[src/rtl/core/pnc_pkg.sv]
// ============================================================================
// pnc_pkg: shared types and constants for the polygon near-plane clip block
// Holds the screen geometry, the fixed-point widths, the sequencer states,
// the configuration register indexes and the divider request/response types.
// ============================================================================
`default_nettype none

package pnc_pkg;

    // Screen geometry in pixels.
    localparam int SCREEN_WIDTH  = 640;
    localparam int SCREEN_HEIGHT = 480;

    // Screen center in Q12.4, given as a 62-bit signed value for the final sums.
    localparam logic signed [61:0] CENTER_X = 62'(SCREEN_WIDTH * 8);
    localparam logic signed [61:0] CENTER_Y = 62'(SCREEN_HEIGHT * 8);

    // Fixed-point widths.
    localparam int DEP_W  = 28;  // depth and lateral, Q.8
    localparam int PLAT_W = 29;  // clamped lateral of a projected point
    localparam int MUL_W  = 30;  // shared multiplier operand width
    localparam int PRD_W  = 60;  // shared multiplier product width
    localparam int DEN_W  = 33;  // signed divisor width
    localparam int QUO_W  = 61;  // signed quotient width

    // Rounding offset for the Q1.14 direction products.
    localparam logic signed [PRD_W-1:0] ROUND14 = 60'sd8192;

    // Lateral clamp for intersection points.
    localparam logic signed [61:0] LAT_MAX = 62'sd134217728;
    localparam logic signed [61:0] LAT_MIN = -62'sd134217728;

    // Configuration register indexes.
    typedef enum logic [2:0] {
        CFG_CAMERA_X      = 3'd0,
        CFG_CAMERA_Y      = 3'd1,
        CFG_VIEW_COS      = 3'd2,
        CFG_VIEW_SIN      = 3'd3,
        CFG_EYE_HEIGHT    = 3'd4,
        CFG_NEAR_DISTANCE = 3'd5,
        CFG_FOCAL_LENGTH  = 3'd6
    } t_cfg_idx;

    // Sequencer states.
    typedef enum logic [4:0] {
        ST_IDLE,
        ST_D0, ST_D1, ST_D2,
        ST_L0, ST_L1, ST_L2,
        ST_PLAN, ST_NEXT,
        ST_C0, ST_C1, ST_C2,
        ST_P0, ST_P1, ST_P2, ST_P3, ST_P4, ST_P5,
        ST_OUT, ST_END
    } t_state;

    // Divider request and response.
    typedef struct packed {
        logic                    start;
        logic signed [PRD_W-1:0] num;
        logic signed [DEN_W-1:0] den;
    } t_div_req;

    typedef struct packed {
        logic                    done;
        logic signed [QUO_W-1:0] quot;
    } t_div_rsp;

    // Saturate a wide signed sum to 16 bits signed.
    function automatic logic signed [15:0] sat16(input logic signed [61:0] v);
        logic signed [15:0] r;
        if (v > 62'sd32767) begin
            r = 16'sh7FFF;
        end else if (v < -62'sd32768) begin
            r = 16'sh8000;
        end else begin
            r = v[15:0];
        end
        return r;
    endfunction

endpackage

`default_nettype wire

[src/rtl/core/pnc_div.sv]
// ============================================================================
// pnc_div: shared rounding divider
// Signed division rounded half away from zero, one quotient bit per cycle
// with a restoring remainder. Done is a registered pulse after the last bit.
// ============================================================================
`default_nettype none

module pnc_div (
    input  wire              i_clk,
    input  wire              i_rst_n,
    input  wire pnc_pkg::t_div_req i_req,
    output pnc_pkg::t_div_rsp o_rsp
);

    localparam int NW = pnc_pkg::PRD_W;
    localparam int DW = pnc_pkg::DEN_W;

    logic [NW-1:0] r_dvd;
    logic [DW-1:0] r_den;
    logic [DW-1:0] r_rem;
    logic [5:0]    r_cnt;
    logic          r_busy;
    logic          r_neg;
    logic          r_done;

    logic [NW-1:0] un;
    logic [DW-1:0] ud;
    logic [DW:0]   rem_sh;
    logic          bit_q;
    logic [DW:0]   rem_sub;

    // Magnitudes of the request; half the divisor is added for rounding.
    always_comb begin
        un      = i_req.num[NW-1] ? NW'(-i_req.num) : NW'(i_req.num);
        ud      = i_req.den[DW-1] ? DW'(-i_req.den) : DW'(i_req.den);
        rem_sh  = {r_rem, r_dvd[NW-1]};
        rem_sub = rem_sh - {1'b0, r_den};
        bit_q   = (rem_sh >= {1'b0, r_den});
    end

    // Control: busy flag, bit counter and done pulse.
    always_ff @(posedge i_clk) begin
        if (!i_rst_n) begin
            r_busy <= 1'b0;
            r_done <= 1'b0;
            r_cnt  <= '0;
        end else begin
            r_done <= 1'b0;
            if (i_req.start) begin
                r_busy <= 1'b1;
                r_cnt  <= 6'(NW);
            end else if (r_busy) begin
                r_cnt <= r_cnt - 6'd1;
                if (r_cnt == 6'd1) begin
                    r_busy <= 1'b0;
                    r_done <= 1'b1;
                end
            end
        end
    end

    // Datapath: shift in one dividend bit and subtract when it fits.
    always_ff @(posedge i_clk) begin
        if (i_req.start) begin
            r_dvd <= un + NW'(ud >> 1);
            r_den <= ud;
            r_rem <= '0;
            r_neg <= i_req.num[NW-1] ^ i_req.den[DW-1];
        end else if (r_busy) begin
            r_rem <= bit_q ? rem_sub[DW-1:0] : rem_sh[DW-1:0];
            r_dvd <= {r_dvd[NW-2:0], bit_q};
        end
    end

    assign o_rsp.done = r_done;
    assign o_rsp.quot = r_neg ? -$signed({1'b0, r_dvd}) : $signed({1'b0, r_dvd});

endmodule

`default_nettype wire

[config.mk]
export PLATFORM = sky130hd
export DESIGN_NAME = pnc_div
export DESIGN_NICKNAME = d
export VERILOG_FILES = /design/src/rtl/core/pnc_pkg.sv /design/src/rtl/core/pnc_div.sv
export SDC_FILE = /design/constraint.sdc
export NUM_CORES = 1
export LEC_CHECK = 0
export ABC_AREA = 0
export BUFFER_PORTS_ARGS = -buffer_cell sky130_fd_sc_hd__buf_2
export CORE_AREA = 2 2 210 212
export DETAILED_ROUTE_END_ITERATION = 12
export DIE_AREA = 0 0 212 214
export HOLD_SLACK_MARGIN = 0.1
export REMOVE_ABC_BUFFERS = 1
export SKIP_CTS_REPAIR_TIMING = 1
export SLEW_MARGIN = 20
export SYNTH_ARGS = -nofsm -noshare
export SYNTH_HDL_FRONTEND = slang
export SYNTH_SLANG_ARGS = --single-unit
[constraint.sdc]
create_clock -name i_clk -period 5.9 [get_ports i_clk]
set_input_delay 0.295 -clock i_clk [delete_from_list [all_inputs] [get_ports i_clk]]
set_output_delay 0.295 -clock i_clk [all_outputs]
set_load 0.02 [all_outputs]
Word level (Yosys, flattened, before mapping)
Cells that the tools add are included.
{"block": "op_classes", "addsub": 6, "mux": 12, "n_reduce_logical": 3, "n_eq_ne": 1, "magnitude_cmp": 1, "bitwise_logic": 3}
{"cell": "60-bit 2-to-1 mux", "count": 3}
{"cell": "33-bit 2-to-1 mux", "count": 2}
{"cell": "61-bit 2-to-1 mux", "count": 1}
{"cell": "60-bit negator with 61-bit output", "count": 1}
{"cell": "60-bit by 32-bit adder with 60-bit output", "count": 1}
{"cell": "60-bit negator", "count": 1}
{"cell": "34-bit by 33-bit >= comparator with 1-bit output", "count": 1}
{"cell": "33-bit negator", "count": 1}
{"cell": "33-bit subtractor", "count": 1}
{"cell": "6-bit 2-to-1 mux", "count": 2}
{"cell": "6-bit by 1-bit == test with 1-bit output (second input constant)", "count": 1}
{"cell": "6-bit by 1-bit subtractor with 6-bit output (second input constant)", "count": 1}
{"cell": "1-bit 2-to-1 mux", "count": 4}
{"cell": "3-bit OR reduction", "count": 1}
{"cell": "1-bit inverter", "count": 2}
{"cell": "2-bit nonzero test", "count": 1}
{"cell": "2-bit OR reduction", "count": 1}
{"cell": "1-bit bitwise XOR", "count": 1}
{"block": "word_totals", "output_inout_bits": 62, "in_bits": 96, "reg_bits": 135, "word_cells": 34}

Depth between registers and ports, before layout
Gate-level depths: netlist (run 1).
{"block": "depth", "word_depth": 4, "mapped_depth": 21, "mapped_depth_nobuf": 19}

Worst setup path after synthesis (run 1)
No wires, ideal clock.
{"block": "synth_timing", "path_type": "input port to flip-flop", "startpoint": "in i_req[92] in the netlist's numbering", "endpoint": "reg r_dvd[46], data pin", "setup_ns": 0.256, "required_time_ns": 5.644, "slack_ns": 0.583, "arrival_ns": 5.062, "stages": 18, "path_cell_list": "clkbuf_1 clkbuf_1 clkbuf_1 clkbuf_1 clkbuf_1 nand2_1 xnor2_1 ha_1 o21ai_0 o21a_1 o31ai_1 a31oi_1 and4bb_2 or4_1 a41oi_1 nor4_1 or4b_2 a31o_2"}
{"block": "synth_between", "elab_chain_len": 3}
{"item": "start: declaration", "line": "pnc_div.sv:11", "text": "input wire pnc_pkg::t_div_req i_req,"}
{"item": "60-bit 2-to-1 mux", "line": "pnc_div.sv:34", "text": "un = i_req.num[NW-1] ? NW'(-i_req.num) : NW'(i_req.num);"}
{"item": "60-bit by 32-bit adder with 60-bit output", "line": "pnc_div.sv:65", "text": "r_dvd <= un + NW'(ud >> 1);"}
{"item": "60-bit 2-to-1 mux", "line": "pnc_div.sv:64", "text": "if (i_req.start) begin"}
{"item": "end signal: assignment", "line": "pnc_div.sv:65"}
{"item": "end signal: assignment", "line": "pnc_div.sv:71", "text": "r_dvd <= {r_dvd[NW-2:0], bit_q};"}
{"item": "end: declaration", "line": "pnc_div.sv:18", "text": "logic [NW-1:0] r_dvd;"}
No other way between the ends.
A chain may end at the register's enable or synchronous reset.

==> results.py, run 1 <==
metrics = {
    "outcome": {
        "outcome": "finished, final reports clean",
    },
    "route": {
        "drt_iter0_drc": 769,
        "first_pass_iters": 5,
        "vias": 11900,
        "ant_nets": 0,
        "wl_per_cell_um": 17.7,
        "detail_route.vias_per_cell": 5.34,
        "drc": 0,
        "wl_um": 39700,
    },
    "layout": {
        "drive_gt1_frac": 0.164,
        "syn2layout_area_growth_pct": 15.8,
        "layout_commonest_cell": "xnor2_1",
        "final_cell_mix": "xnor2_1 (163), buf_2 (156), nand2_1 (108)",
        "fin_nets": 1800,
        "num-fill-cells": 4477,
        "fin_area_mm2": 0.0148,
    },
    "flow_run": {
        "maxCapViolations": 0,
    },
    "global_routing": {
        "grt_pass1_wl_um": 62800,
        "grt_usage": 0.173,
        "grt_pass1_vias": 11700,
        "overflow": 0,
        "grt_antenna_before_repair": 11,
        "grt_max_degree": 71,
    },
    "floorplanning": {
        "start_util": 0.298,
        "pin_count": 158,
        "die-area_mm2": 0.0454,
        "coreArea_mm2": 0.0429,
        "die-width_um": 212,
        "dieHeight_um": 214,
        "rows": 76,
    },
    "timing": {
        "tightestPinTransition_ns": 1.09,
        "relSlewSlack": 0.272,
        "fmax_mhz": 180,
        "fin_crit_sh": 0.940,
        "final.setup.tns_ns": 0,
        "post-route-min-period_ns": 5.55,
        "slew_viol_final": 0,
        "setup_violations": 0,
        "finalHoldViolCount": 0,
        "fin_skew_ns": 0.0107,
        "grt_setup_unrepaired": "false",
    },
    "hold_path": {
        "hold_class": "primary input to register",
    },
    "clocking": {
        "h-tree-depth": 4,
        "cts_tree": "yes",
        "clock_path_buffers": 2,
        "clock_latency_ns": 0.42,
        "clk_pin_slew_ns": 0.06,
        "cts-root-buf": "clkbuf_16",
        "cts_num_sinks": 135,
        "cts-buffers-inserted": 17,
    },
    "placement": {
        "io_buffer_count": 157,
        "gp_congestion": 0.956,
        "dpl-instance-area_mm2": 0.0142,
        "dp_hpwl_um": 30500,
    },
    "yosys": {
        "synthCells": 1498,
        "ys_ff_latch": 135,
        "synth.avg_cell_area_um2": 8.52,
        "synthesis.area_mm2": 0.0128,
        "synth.distinct_cells": 73,
        "yosysSeqAreaShare": 0.285,
        "synth_edf_count": 94,
        "yosysWarnings": 0,
        "synth_ff_type": "edfxtp_1",
        "async_flop_share": 0,
    },
    "critical_path": {
        "crit_type": "register to primary output",
        "end_kind": "primary output",
        "cp_max_fo": 6,
        "worstPathArrival_ns": 5.25,
        "cp-start-kind": "register",
        "required_ns": 5.61,
    },
    "power_and_ir_drop": {
        "powerDensity_mw_per_mm2": 272,
        "ir_worst_vdd_uv": 166,
        "p_leak_nw": 5.76,
    },
}
==> logic make-up after synthesis <==
| group | after synthesis | synth area share |
|---|---|---|
| buffers and inverters | 136 | 0.0410 |
| AO/OA/AOI/OAI | 441 | 0.237 |
| multiplexers | 34 | 0.0294 |
| AND/OR/NAND/NOR | 470 | 0.191 |
| XOR/XNOR | 211 | 0.146 |
| flip-flops | 135 | 0.285 |
| adder cells (fa/ha/maj) | 71 | 0.0708 |
==> metrics by stage <==
| stage | util | total power (W) | setup slack, ns | cells | hold WS (ns) |
|---|---|---|---|---|---|
| floorplan | - | 0.00251 | 0.643 | 1435 | 0.367 |
| finish | 0.345 | 0.00402 | 0.354 | 2238 | 0.155 |
| detailed placement | 0.332 | 0.00302 | 0.540 | 2198 | 0.489 |
| global placement | 0.332 | 0.00301 | 0.548 | 2198 | 0.484 |
| CTS | 0.344 | 0.00406 | 0.304 | 2230 | 0.0695 |
| global route | 0.345 | 0.00429 | 0.123 | 2237 | 0.148 |
==> cell usage after synthesis (19+ instances only) <==
cell | count | area (µm²)
a21oi_1 | 76 | 380
edfxtp_1 | 94 | 2820
nand2b_1 | 19 | 119
nand4_1 | 25 | 156
nand2_1 | 109 | 409
dfxtp_1 | 41 | 821
o31ai_1 | 50 | 375
xor2_1 | 47 | 412
o41ai_1 | 32 | 280
o21ai_0 | 89 | 445
inv_1 | 72 | 270
nand3_1 | 27 | 135
a21o_1 | 48 | 360
clkbuf_1 | 50 | 188
nor4_1 | 26 | 163
mux2_2 | 28 | 315
ha_1 | 69 | 863
a211oi_1 | 28 | 210
nor3_1 | 40 | 200
xnor2_1 | 163 | 1430
or4_1 | 32 | 240
or3_1 | 21 | 131
nor2_1 | 101 | 379
==> path summary, 6_finish.rpt <==
kind,start,to,slack [ns],cells past startpoint
setup / recovery,r_dvd[5],o_rsp[55],0.35,11
hold / removal,i_rst_n,r_busy,0.16,2
setup reg to reg,r_dvd[59],r_rem[7],1.95,14
hold reg to reg,r_cnt[1],r_cnt[1],0.50,2
==> area by class of cell <==
cell class / count / area (µm²) / share of cell area
antenna: 7 / 17.5 / 0.00118
clock buffer: 21 / 472 / 0.0319
clock inverter: 11 / 72.6 / 0.00491
inverter: 73 / 274 / 0.0185
multi-input combinational: 1227 / 8620 / 0.583
sequential: 135 / 3640 / 0.246
tap: 585 / 732 / 0.0495
timing repair buffer: 179 / 956 / 0.0646
==> layer usage <==
metal | global-route usage | part of all wire
met1 | 0.213 | 0.44
met2 | 0.295 | 0.49
met3 | 0.0279 | 0.033
met4 | 0.0784 | 0.037
met5 | 0 | 0.00076
==> critical path: stages (launching register included) <==
cell	delay (ns)
edfxtp_1	0.42
or4_1	0.61
or4_1	0.48
or4_1	0.62
nand2b_1	0.30
nand3b_1	0.26
nand2b_1	0.22
or4_1	0.50
or4_1	0.64
o41ai_1	0.43
xnor2_1	0.16
buf_2	0.19
==> sequential cells by signal, summed over array words and instances, names as in the netlist <==
name and flops:
r_cnt 6, r_den 33, r_busy 1, r_dvd 60
r_neg 1, r_done 1, r_rem 33
==> power breakdown <==
part | internal (W) | switching (W) | total (W)
Sequential | 0.00119 | 0.000146 | 0.00134
Clock | 0.000573 | 0.000435 | 0.00101
Combinational | 0.000690 | 0.000986 | 0.00168
Power figures use the tool's default switching activity.
==> run 2: changes to the inputs <==
- RECOVER_POWER: unset -> 25
==> run 2 against run 1 <==
Against the previous run: the flow now finishes with violations (max-capacitance violations, max-slew violations); clock skew is 0.0014 ns higher; die area stayed put; routed wire length is 0.11% higher; clock power hardly changed; sequential power hardly changed; cell count stayed put; critical endpoint unchanged; largest power group unchanged.
==> results.py, run 2 (synthesis results as in run 1) <==
metrics = {
    "placement": {
        "dp_hpwl_um": 30500,
        "dp_slack_ns": 0.540,
        "gp_congestion": 0.956,
        "io_buffer_count": 157,
    },
    "clocking": {
        "clk_pin_slew_ns": 0.06,
        "clock_latency_ns": 0.42,
        "clock_path_buffers": 2,
        "cts-buffers-inserted": 17,
        "h-tree-depth": 4,
        "cts-root-buf": "clkbuf_16",
        "cts_num_sinks": 135,
        "cts_tree": "yes",
    },
    "flow_run": {
        "maxCapViolations": 2,
    },
    "critical_path": {
        "path_common_cell": "or4_1",
        "required_ns": 5.61,
        "critical_path.cell_chain": "or4_1 -> or4_1 -> or4_1 -> nand2b_1 -> nand3b_1 -> nand2b_1 -> or4_1 -> or4_1 -> o41ai_1 -> xnor2_1 -> buf_2",
        "reg2reg_slack_ns": 1.19,
        "crit_type": "register to primary output",
        "worstPathArrival_ns": 5.24,
        "crit_buf_inv": 1,
        "end_kind": "primary output",
        "cp-start-kind": "register",
        "path_delay_family": "simple AND/OR/NAND/NOR gates",
        "cp_slowest_stage_delay_ns": 0.64,
        "cp_max_fo": 6,
        "critical-path-slowest-cell": "or4_1",
    },
    "timing": {
        "fin_skew_ns": 0.0121,
        "post-route-min-period_ns": 5.54,
        "grt_setup_unrepaired": "false",
        "fin_crit_sh": 0.938,
        "relSlewSlack": -1.53,
        "worst_slack_ns": 0.363,
        "final.setup.tns_ns": 0,
        "setup_violations": 0,
        "timing.hold.ws_ns": 0.159,
        "fmax_mhz": 181,
        "slew_viol_final": 141,
        "tightestPinTransition_ns": 3.79,
        "finalHoldViolCount": 0,
    },
    "floorplanning": {
        "dieHeight_um": 214,
        "rows": 76,
        "coreArea_mm2": 0.0429,
        "pin_count": 158,
        "die-width_um": 212,
        "start_util": 0.298,
        "die-area_mm2": 0.0454,
    },
    "power_and_ir_drop": {
        "pwr-share-seq": 0.333,
        "powerDensity_mw_per_mm2": 273,
        "switchingPower_w": 0.00157,
        "p_comb_frac": 0.417,
        "p_leak_nw": 5.73,
        "ir_worst_vdd_uv": 167,
        "power_w": 0.00403,
        "pwr-share-clk": 0.251,
        "p_int_w": 0.00246,
        "swShare": 0.389,
    },
    "layout": {
        "regMostFlops": "r_dvd",
        "final_cell_mix": "xnor2_1 (163), buf_2 (152), nand2_1 (109)",
        "drive_gt1_frac": 0.159,
        "largestRegisters": "r_dvd x60, r_den x33, r_rem x33",
        "largest_reg_flops": 60,
        "syn2layout_area_growth_pct": 15.7,
        "num-fill-cells": 4486,
        "layout_commonest_cell": "xnor2_1",
        "fin_nets": 1800,
    },
    "route": {
        "wl_um": 39700,
        "drt_iter0_drc": 726,
        "first_pass_iters": 5,
        "detail_route.vias_per_cell": 5.37,
        "drc": 0,
        "wl_per_cell_um": 17.7,
        "ant_nets": 0,
        "vias": 12000,
    },
    "global_routing": {
        "grt_max_degree": 71,
        "grt_usage": 0.173,
        "grt_util_met1": 0.213,
        "busiest_layer": "met2",
        "grt_use_met3": 0.0279,
        "grt_util_met2": 0.295,
        "grt_pass1_vias": 11700,
        "overflow": 0,
        "grt_pass1_wl_um": 62800,
        "grt_antenna_before_repair": 11,
    },
    "outcome": {
        "outcome": "complete, but fails checks",
        "violations": "max-capacitance violations, max-slew violations",
    },
    "hold_path": {
        "hold_class": "primary input to register",
    },
}
run 2: changes by cell type in the layout (fill, tap and decap cells not counted):
cell,previous run,this run
buf_2,156,152
clkbuf_2,0,1
nand2_2,1,0
clkbuf_1,2,10
buf_4,22,17
nand2_1,108,109
run 2: final timing paths:
path                 start         to  depth (start not counted)
setup / recovery  r_dvd[5]  o_rsp[55]                         11
hold / removal     i_rst_n     r_busy                          2
setup reg to reg    r_busy  r_dvd[54]                          4
hold reg to reg   r_cnt[1]   r_cnt[1]                          2
run 2: final cells by class:
| type | instances | area, µm² | share of cell area |
|---|---|---|---|
| tap | 585 | 732 | 0.0496 |
| inverter | 73 | 274 | 0.0186 |
| clock buffer | 21 | 472 | 0.0319 |
| antenna | 7 | 17.5 | 0.00119 |
| multi-input combinational | 1227 | 8620 | 0.584 |
| timing repair buffer | 179 | 933 | 0.0632 |
| sequential | 135 | 3640 | 0.247 |
| clock inverter | 11 | 72.6 | 0.00492 |
run 2: layer usage:
metal | vias up | wire length [µm] | part of all wire
met1 | 5745 | 17500 | 0.44
met5 | - | 30 | 0.00076
met3 | 85 | 1350 | 0.034
li1 | 5909 | - | -
met2 | 266 | 19400 | 0.49
met4 | 6 | 1500 | 0.038
run 2: power groups by stage:
stage | registers [W] | clock network, W | logic [W]
6_report | 0.00134 | 0.00101 | 0.00168
5_1_grt | 0.00136 | 0.00108 | 0.00185
4_1_cts | 0.00134 | 0.00104 | 0.00168
3_5_place_dp | 0.00136 | 0 | 0.00166
3_3_place_gp | 0.00135 | 0 | 0.00165
2_1_floorplan | 0.00132 | 0 | 0.00119
run 2: stage by stage:
stage	instance area (µm²)	std cells	util
after floorplan	12500	1435	-
after global placement	14200	2198	0.332
after detailed placement	14200	2198	0.332
after CTS	14800	2230	0.344
after global routing	14800	2237	0.344
final	14800	2238	0.344
==> run 3: changes to the inputs <==
- CTS_BUF_LIST: unset -> sky130_fd_sc_hd__clkbuf_2 sky130_fd_sc_hd__clkbuf_4 sky130_fd_sc_hd__clkbuf_8
- CTS_CLUSTER_SIZE: unset -> 14
==> run 3 against run 2 <==
Against the previous run: the run still ends with max-capacitance violations, max-slew violations left; via count decreased by 0.42%; global-route usage about the same; cell count about the same; sequential power about the same; non-clock buffer count increased by 2; clock skew increased by 0.0044 ns; worst setup slack got worse by 0.052 ns; combinational power about the same; power decreased by 6.2%; flip-flop and latch count unchanged; clock power decreased by 25%; critical path depth unchanged.
==> results.py, run 3 (synthesis results as in run 1) <==
metrics = {
    "outcome": {
        "outcome": "complete, but fails checks",
        "violations": "max-capacitance violations, max-slew violations",
    },
    "route": {
        "wl_per_cell_um": 17.7,
        "first_pass_iters": 5,
        "vias": 12000,
        "ant_nets": 0,
        "detail_route.vias_per_cell": 5.34,
        "drc": 0,
        "wl_um": 39700,
        "drt_iter0_drc": 771,
    },
    "layout": {
        "final_cell_mix": "xnor2_1 (163), buf_2 (152), nand2_1 (108)",
        "drive_gt1_frac": 0.160,
        "layout_commonest_cell": "xnor2_1",
        "largestRegisters": "r_dvd x60, r_den x33, r_rem x33",
        "largest_reg_flops": 60,
        "syn2layout_area_growth_pct": 14.5,
        "num-fill-cells": 4496,
        "fin_nets": 1802,
        "fin_area_mm2": 0.0146,
        "stdcell_count": 2240,
        "regMostFlops": "r_dvd",
    },
    "clocking": {
        "cts-root-buf": "clkbuf_8",
        "cts_tree": "yes",
        "clock_latency_ns": 0.47,
        "clk_pin_slew_ns": 0.09,
        "clock_path_buffers": 2,
        "cts_num_sinks": 135,
        "h-tree-depth": 4,
        "cts-buffers-inserted": 17,
    },
    "floorplanning": {
        "start_util": 0.298,
        "pin_count": 158,
        "dieHeight_um": 214,
        "die-area_mm2": 0.0454,
        "die-width_um": 212,
        "rows": 76,
        "coreArea_mm2": 0.0429,
    },
    "critical_path": {
        "critical_path.cell_chain": "or4_1 -> or4_1 -> or4_1 -> nand2b_1 -> nand3b_1 -> nand2b_1 -> or4_1 -> or4_1 -> o41ai_1 -> xnor2_1 -> buf_2",
        "r2r_cells": 14,
        "critical-path-slowest-cell": "or4_1",
        "path_common_cell": "or4_1",
        "end_kind": "primary output",
        "path_depth": 11,
        "crit_type": "register to primary output",
        "cp_max_fo": 6,
        "crit_buf_inv": 1,
        "cp-start-kind": "register",
        "cp-endpoint": "o_rsp[55]",
        "path_delay_family": "simple AND/OR/NAND/NOR gates",
        "r2r-end": "r_rem[7]",
        "required_ns": 5.61,
        "setup.worst_path.start": "r_dvd[5]",
        "reg2reg_slack_ns": 1.81,
        "cp_slowest_stage_delay_ns": 0.63,
        "worstPathArrival_ns": 5.29,
        "r2r_start": "r_dvd[59]",
    },
    "power_and_ir_drop": {
        "powerDensity_mw_per_mm2": 258,
        "ir_worst_vdd_uv": 133,
        "p_leak_nw": 5.66,
    },
    "timing": {
        "final.setup.tns_ns": 0,
        "timing.hold.ws_ns": 0.206,
        "fin_crit_sh": 0.947,
        "post-route-min-period_ns": 5.59,
        "fmax_mhz": 179,
        "tightestPinTransition_ns": 3.80,
        "relSlewSlack": -1.53,
        "setup_violations": 0,
        "slew_viol_final": 127,
        "grt_setup_unrepaired": "false",
        "fin_skew_ns": 0.0165,
        "worst_slack_ns": 0.312,
        "finalHoldViolCount": 0,
    },
    "global_routing": {
        "grt_pass1_wl_um": 62700,
        "overflow": 0,
        "grt_max_degree": 71,
        "grt_pass1_vias": 11700,
        "grt_antenna_before_repair": 11,
        "grt_usage": 0.173,
    },
    "placement": {
        "io_buffer_count": 157,
        "dp_hpwl_um": 30500,
        "dpl-instance-area_mm2": 0.0142,
        "gp_congestion": 0.956,
        "placed_cells": 2198,
        "dp_slack_ns": 0.540,
    },
    "flow_run": {
        "maxCapViolations": 2,
    },
    "hold_path": {
        "hold_class": "primary input to register",
        "whs_path_depth": 2,
    },
}
run 3: changes by cell type in the layout (fill, tap and decap cells not counted), sizes merged:
| cell | delta |
|---|---|
| dlygate4sd3 | +1 |
| clkbuf | -1 |
| buf | +1 |
| clkinv | +1 |
| bufinv | +1 |
| inv | -1 |
run 3: worst min-delay path by stage:
stage,to,startpoint
2_1_floorplan,r_rem[30],i_req[93]
3_3_place_gp,r_cnt[1],r_cnt[1]
3_5_place_dp,r_cnt[1],r_cnt[1]
4_1_cts,r_den[0],i_req[0]
5_1_grt,r_den[18],i_req[18]
6_report,r_den[18],i_req[18]
run 3: cell type report:
cell class,count,area [µm²],area share
timing repair buffer,181,958,0.0656
inverter,73,274,0.0188
antenna,7,17.5,0.00120
multi-input combinational,1227,8620,0.590
clock buffer,20,263,0.0180
sequential,135,3640,0.249
tap,585,732,0.0501
clock inverter,12,103,0.00702
run 3: power breakdown:
part	switching, W	total, W	internal, W
Sequential	0.000143	0.00134	0.00119
Clock	0.000406	0.000758	0.000353
Combinational	0.000990	0.00168	0.000693
Total	0.00154	0.00378	0.00224
run 3: layer usage:
layer  track usage  share of wire  vias to the layer above
met2         0.295           0.49                      267
met3        0.0268          0.034                       79
met1         0.214           0.44                     5690
li1              -              -                     5919
met5             0        0.00076                        -
met4        0.0796          0.037                        6
run 3: worst register-to-register path, cell delays in order, from the launching register on:
cell and delay, ns:
edfxtp_1 0.53, inv_1 0.11, ha_1 0.20, fa_1 0.20, nor2b_1 0.06, o21ai_0 0.20, a21oi_1 0.14, o21a_1 0.26
o21ai_0 0.38, a21oi_1 0.19, o32ai_4 0.44, buf_4 0.54, mux2_2 0.42, mux2i_1 0.13, nor2_1 0.05
run 3: through the flow:
stage,utilization,power (W)
after detailed placement,0.332,0.00302
after global routing,0.341,0.00404
after floorplan,-,0.00251
after global placement,0.332,0.00301
after CTS,0.340,0.00380
final,0.341,0.00378
